### config.mk
export PLATFORM = sky130hd
export DESIGN_NAME = vec3_isqrt
export DESIGN_NICKNAME = d
export VERILOG_FILES = /design/src/hdl/vec3_pkg.sv /design/src/hdl/vec3_isqrt.sv
export SDC_FILE = /design/constraint.sdc
export NUM_CORES = 2
export LEC_CHECK = 0
export BUFFER_PORTS_ARGS = -buffer_cell sky130_fd_sc_hd__buf_2
export CAP_MARGIN = 20
export CORE_ASPECT_RATIO = 0.8
export CORE_MARGIN = 2
export CORE_UTILIZATION = 55
export CTS_BUF_LIST = sky130_fd_sc_hd__clkbuf_4
export DETAILED_ROUTE_END_ITERATION = 6
export GPL_TIMING_DRIVEN = 0
export PLACE_DENSITY = 0.82
export RECOVER_POWER = 25
export SLEW_MARGIN = 20
export SYNTH_ARGS = -nofsm -noshare
export SYNTH_HDL_FRONTEND = slang
export SYNTH_SLANG_ARGS = --single-unit
### constraint.sdc
create_clock -name clk_i -period 3.57 [get_ports clk_i]
set_input_delay 0.1785 -clock clk_i [delete_from_list [all_inputs] [get_ports clk_i]]
set_output_delay 0.1785 -clock clk_i [all_outputs]
set_load 0.03 [all_outputs]
### src/hdl/vec3_pkg.sv
// shared types, codes and helpers for the three-component vector unit
package vec3_pkg;

  localparam int FracBitsDef = 16;
  localparam int RootBits    = 32;
  localparam int DenBits     = 32;

  typedef enum logic [3:0] {
    ModeAdd   = 4'd0,
    ModeSub   = 4'd1,
    ModeScale = 4'd2,
    ModeDiv   = 4'd3,
    ModeNeg   = 4'd4,
    ModeDot   = 4'd5,
    ModeCross = 4'd6,
    ModeLen   = 4'd7,
    ModeNorm  = 4'd8
  } mode_e;

  typedef enum logic [1:0] {
    ErrNone    = 2'd0,
    ErrDivZero = 2'd1,
    ErrSat     = 2'd2
  } err_e;

  localparam logic signed [65:0] SatHi = 66'sd2147483647;
  localparam logic signed [65:0] SatLo = -66'sd2147483648;
  localparam logic [31:0] MaxPos = 32'h7fff_ffff;
  localparam logic [31:0] MinNeg = 32'h8000_0000;

  // context that rides alongside the square root
  typedef struct packed {
    logic [3:0]       mode;
    logic [2:0][31:0] r;
    logic [31:0]      s;
    logic             sat;
    logic [2:0][31:0] a;
    logic [31:0]      f;
  } vec3_ctx_t;

  // context that rides alongside the dividers
  typedef struct packed {
    logic [3:0]       mode;
    logic [2:0][31:0] r;
    logic [31:0]      s;
    logic             sat;
    logic             err;
    logic [2:0]       neg;
  } vec3_tail_t;

  // clamp to 32 bits, msb flags a clamp
  function automatic logic [32:0] sat32(input logic signed [65:0] v);
    logic [32:0] res;
    if (v > SatHi) begin
      res = {1'b1, MaxPos};
    end else if (v < SatLo) begin
      res = {1'b1, MinNeg};
    end else begin
      res = {1'b0, v[31:0]};
    end
    return res;
  endfunction

endpackage

### src/hdl/vec3_isqrt.sv
// pipelined integer square root, one root bit per stage
module vec3_isqrt import vec3_pkg::*; (
  input  logic                    clk_i,
  input  logic                    en_i,
  input  logic [2*RootBits-1:0]   rad_i,
  output logic [RootBits-1:0]     root_o
);

  logic [RootBits:0]     rem_q  [RootBits-1];
  logic [2*RootBits-1:0] rad_q  [RootBits-1];
  logic [RootBits-1:0]   root_q [RootBits];

  for (genvar k = 0; k < RootBits; k++) begin : g_stage
    logic [RootBits:0]     rem_in;
    logic [2*RootBits-1:0] rad_in;
    logic [RootBits-1:0]   root_in;
    logic [RootBits+2:0]   t;
    logic [RootBits+2:0]   trial;
    logic [RootBits+2:0]   rem_d;
    logic                  ge;

    if (k == 0) begin : g_first
      assign rem_in  = '0;
      assign rad_in  = rad_i;
      assign root_in = '0;
    end else begin : g_next
      assign rem_in  = rem_q[k-1];
      assign rad_in  = rad_q[k-1];
      assign root_in = root_q[k-1];
    end

    assign t     = {rem_in, rad_in[2*RootBits-1 -: 2]};
    assign trial = {1'b0, root_in, 2'b01};
    assign ge    = (t >= trial);
    assign rem_d = ge ? (t - trial) : t;

    always_ff @(posedge clk_i) begin
      if (en_i) begin
        root_q[k] <= {root_in[RootBits-2:0], ge};
      end
    end

    if (k < RootBits - 1) begin : g_carry
      always_ff @(posedge clk_i) begin
        if (en_i) begin
          rem_q[k] <= rem_d[RootBits:0];
          rad_q[k] <= {rad_in[2*RootBits-3:0], 2'b00};
        end
      end
    end
  end

  assign root_o = root_q[RootBits-1];

endmodule

Yosys cells after proc, flatten, opt, wreduce, memory -nomap -nowiden. Memories as Yosys holds them, arrays and structs flattened. Index checks and enable logic that the tools add are counted.

Register bits: 0. Memory bits (writable): 3969. Bits of input ports: 66. Output and inout port bits: 32. Word-level logic and storage cells: 99. Memories: 3.

Memories: rad_q (words 31, bits a word 62, read ports 31, clocked after Yosys merged registers in 0, write ports 31, RTL line vec3_isqrt.sv:10) `logic [2*RootBits-1:0] rad_q [RootBits-1];`; root_q (words 32, bits a word 32, read ports 32, clocked after Yosys merged registers in 0, write ports 32, RTL line vec3_isqrt.sv:11) `logic [RootBits-1:0] root_q [RootBits];`; rem_q (words 31, bits a word 33, read ports 31, clocked after Yosys merged registers in 0, write ports 31, RTL line vec3_isqrt.sv:9) `logic [RootBits:0] rem_q [RootBits-1];`.

Add/sub/neg operators: 31. $lt $le $gt $ge: 32. Multiplexer cells: 33.

Operators with widths (number): $ge A35 B34 Y1 (31); $mux W33 (31); $sub A33 B33 Y33 (30); $sub A2 B1 Y3 const B (1); $ge A2 B1 Y1 const B (1); $mux W1 (2).

Logic depth before layout (Yosys ltp). An unclocked memory read counts as a cell.

Depth in word-level cells: 3. Gate-level depth with buffers: 14. Gate-level depth less buffers: 13.

Least setup slack after synthesis. Ideal clock, no wire load.

Kind: reg2reg. Start point: mem rem_q[1][51] (netlist bit). End point: mem rem_q[2][24] (netlist bit), data pin. Setup time: 0.258 ns. Arrival time: 3.286 ns. Data required time: 3.312 ns. Path slack: 0.026 ns. Stages on the path, launching flop included: 9. Path buffers: 0. Period minus slack after synthesis: 3.544 ns. Cells stage by stage: edfxtp_1 > or4_4 > or4_1 > or4_1 > or4_4 > o311ai_4 > nor3_4 > and4bb_1 > xor2_1.

RTL lines (RTL line): start, declared (vec3_isqrt.sv:9).

==> flow_metrics.tcl <==
set metrics [dict create \
    placementRows 151 \
    dieArea_um2 215000 \
    slew_headroom 0.385 \
    antenna_found_initial 7 \
    ff2ff_path_depth 11 \
    synth_ff_type "edfxtp_1" \
    ys_seq_area_frac 0.644 \
    worstSetupPathType "reg -> reg" \
    ys_async_sr_fraction 0 \
    fillCellCount 16000 \
    core-area_um2 211000 \
    cp.arrival_ps 4570 \
    drc_errors 0 \
    mostFrequentLayoutCells "2495 x edfxtp_1, 875 x clkbuf_4, 693 x inv_1" \
    synth_top_family_by_area "simple AND/OR/NAND/NOR gates" \
    synth.area.mux_share 0.00953 \
    synth-edff-count 2495 \
    gp_congestion 0.921 \
    slew_viol_final 0 \
    vias_per_cell 5.67 \
    maxCapViolCount 0 \
    synth_compound_area_frac 0.0979 \
    min_period_over_period 0.999 \
    status "complete, no violations" \
    fmax_mhz 280 \
    whs_path_depth 3 \
    whs_ps 187 \
    ioPinCount 98 \
    ys_ff_latch 2495 \
    netlist_instances 9023 \
    yosys.area.top_type "edfxtp_1" \
    yosys.area_share.xor_xnor 0.0596 \
    clk_pin_slew_ps 60 \
    grt_max_degree 165 \
    hp-class "in -> reg" \
    synth_simple_gate_area_frac 0.101 \
    area_growth_pct 13.5 \
    routed_wl_mm 250 \
    cts-root-buf "clkbuf_4" \
    leakage_nw 51.0 \
    dr.pass1.iters 6 \
    rsz0062_at_grt "true" \
    finalHoldViolations 0 \
    vias 75000 \
    finClkSkew_ps 101 \
    die_h_um 416 \
    tns_ps 0 \
    ant_nets 0 \
    synthAdderAreaFrac 0.0603 \
    gr-total-overflow 0 \
    layout-drive-gt1-share 0.147 \
    worst_pin_slew_ps 922 \
    final_common_cell "edfxtp_1" \
    setup_viol 0 \
    grt_pass1_wl_mm 391 \
    power.density_nw_per_um2 620 \
    wl_per_cell_um 18.9 \
    syn_area_per_cell_um2 12.9 \
    synth_area_leaders "edfxtp_1 64%, ha_1 6.0%, xnor2_1 3.0%" \
    cts_buffer_depth 4 \
    cp-end-kind "flop" \
    fin_nets 10600 \
    cp-start-kind "flop" \
    track_usage 0.226 \
    ys_types 87 \
    required_ps 4580 \
    dpl.hpwl_mm 172 \
    port_buffers 97 \
    cts_tree "yes" \
    grt_pass1_vias 73600 \
    h-tree-depth 6 \
    syn_area_um2 116000 \
    fin_crit_ps 3570 \
    die_w_um 518 \
    clock_sinks 2495 \
    synth_fp_nets 9650 \
    initial_utilization 0.552 \
    drtIter0Drc 7044 \
    worst_skew_pair.late_latency_ps 1300 \
    worstPathMaxFanout 5 \
    cts_buffers 617 \
    vdd_drop_max_mv 0.387 \
    ys_warn_count 0 \
    synthDominantCellAreaShare 0.644 \
    reg2reg_slack_ps 3 \
]
-- cells in the mapped netlist, types with 11 or more instances --
cell type and instances:
a21boi_0 24, nor3b_1 18, o21a_1 114, a21oi_1 538, o21ai_0 482, a21o_1 226
and3_1 50, o31a_1 19, o41ai_1 15, or3_1 97, o22ai_1 18, a211o_1 13
nor3_1 249, o21bai_1 47, mux2_2 87, buf_1 12, nand3b_1 17, a31oi_1 57
o31ai_1 51, a2111oi_0 13, nand2b_1 91, nor4b_1 12, o211ai_1 39, ha_1 561
or4_1 56, and4_1 17, nand4b_1 11, nand4_1 101, xnor2_1 400, mux2i_1 13
inv_1 693, nor2_1 526, or2_2 56, nand3_1 152, a211oi_1 51, xor2_1 392
a221oi_1 11, edfxtp_1 2495, o2111ai_1 14, and2_1 39, nor4_1 121, nand2_1 630
nor2b_1 86, clkbuf_1 169
-- cell type report --
type,count,area [um^2],share of cell area
clock buffers,866,6500,0.0492
plain buffers,160,763,0.00578
clock inverters,183,1220,0.00922
well taps,2830,3540,0.0268
repair buffers,337,3120,0.0236
multi-input cells,5649,39400,0.298
diodes,7,17.5,0.000133
inverters,695,2610,0.0198
flip-flops and latches,2495,74900,0.567
-- timing repair --
action / 4_1_cts / 5_1_grt
gates resized for setup: 171 / 240
pin swaps: 13 / 26
buffers inserted: 22 / 33
hold endpoints to repair: 534 / 0
gates cloned: 0 / 1
setup endpoints to repair: 569 / 620
hold buffers: 166 / 0
-- power by group --
part	switching (mW)	internal, mW
clock network	11.3	12.4
registers	2.52	37.1
logic	10.9	7.64
total	24.7	57.1
-- state kept, by name, summed over array words and instances, names as in the netlist --
name,flops
rad_q,992
rem_q,975
root_q,528
-- per-stage QoR --
stage               utilization  area (um^2)  std cells  power [mW]  setup slack [ps]
floorplan                     -       116000       9023        51.8              25.9
global placement          0.571       120000      12000        58.1            -34970
detailed placement        0.573       121000      12000        57.5             -1100
CTS                       0.621       131000      13200        82.0             0.583
global route              0.626       132000      13200        86.4             -58.4
finish                    0.626       132000      13200        81.9              3.35
-- path summary, 6_finish.rpt --
check                                    from        endpoint
worst max-delay path            rem_q[12][33]    rem_q[13][4]
worst min-delay path                 rad_i[7]     rad_q[0][7]
worst max register to register  rem_q[12][33]    rem_q[13][4]
worst min register to register  rad_q[10][54]  rad_q[10][118]
-- worst max-delay path, stage by stage, from the launching register on --
cell and delay (ps):
edfxtp_1 410, ha_1 390, o211ai_1 190, a211oi_4 290, o2111ai_2 200, and4b_2 300
o31a_1 360, or2_2 320, nand4_1 180, buf_4 180, buf_6 140, mux2_2 380
-- cell families after synthesis --
kind of cell / after synthesis
AND/OR/NAND/NOR: 2362
multiplexers: 100
AO/OA/AOI/OAI: 1833
adder cells (fa/ha/maj): 561
buffers and inverters: 879
other: 1
XOR/XNOR: 792
flip-flops: 2495
-- routing by layer --
metal / share of wire / routed length, um / track usage / vias to the layer above
li1: - / - / - / 35800
met1: 0.44 / 111000 / 0.318 / 36200
met2: 0.47 / 117000 / 0.359 / 2526
met3: 0.064 / 15900 / 0.0387 / 486
met4: 0.026 / 6550 / 0.0734 / 4
met5: 0.000084 / 21 / 0 / -
(Power assumes the default switching activity.)
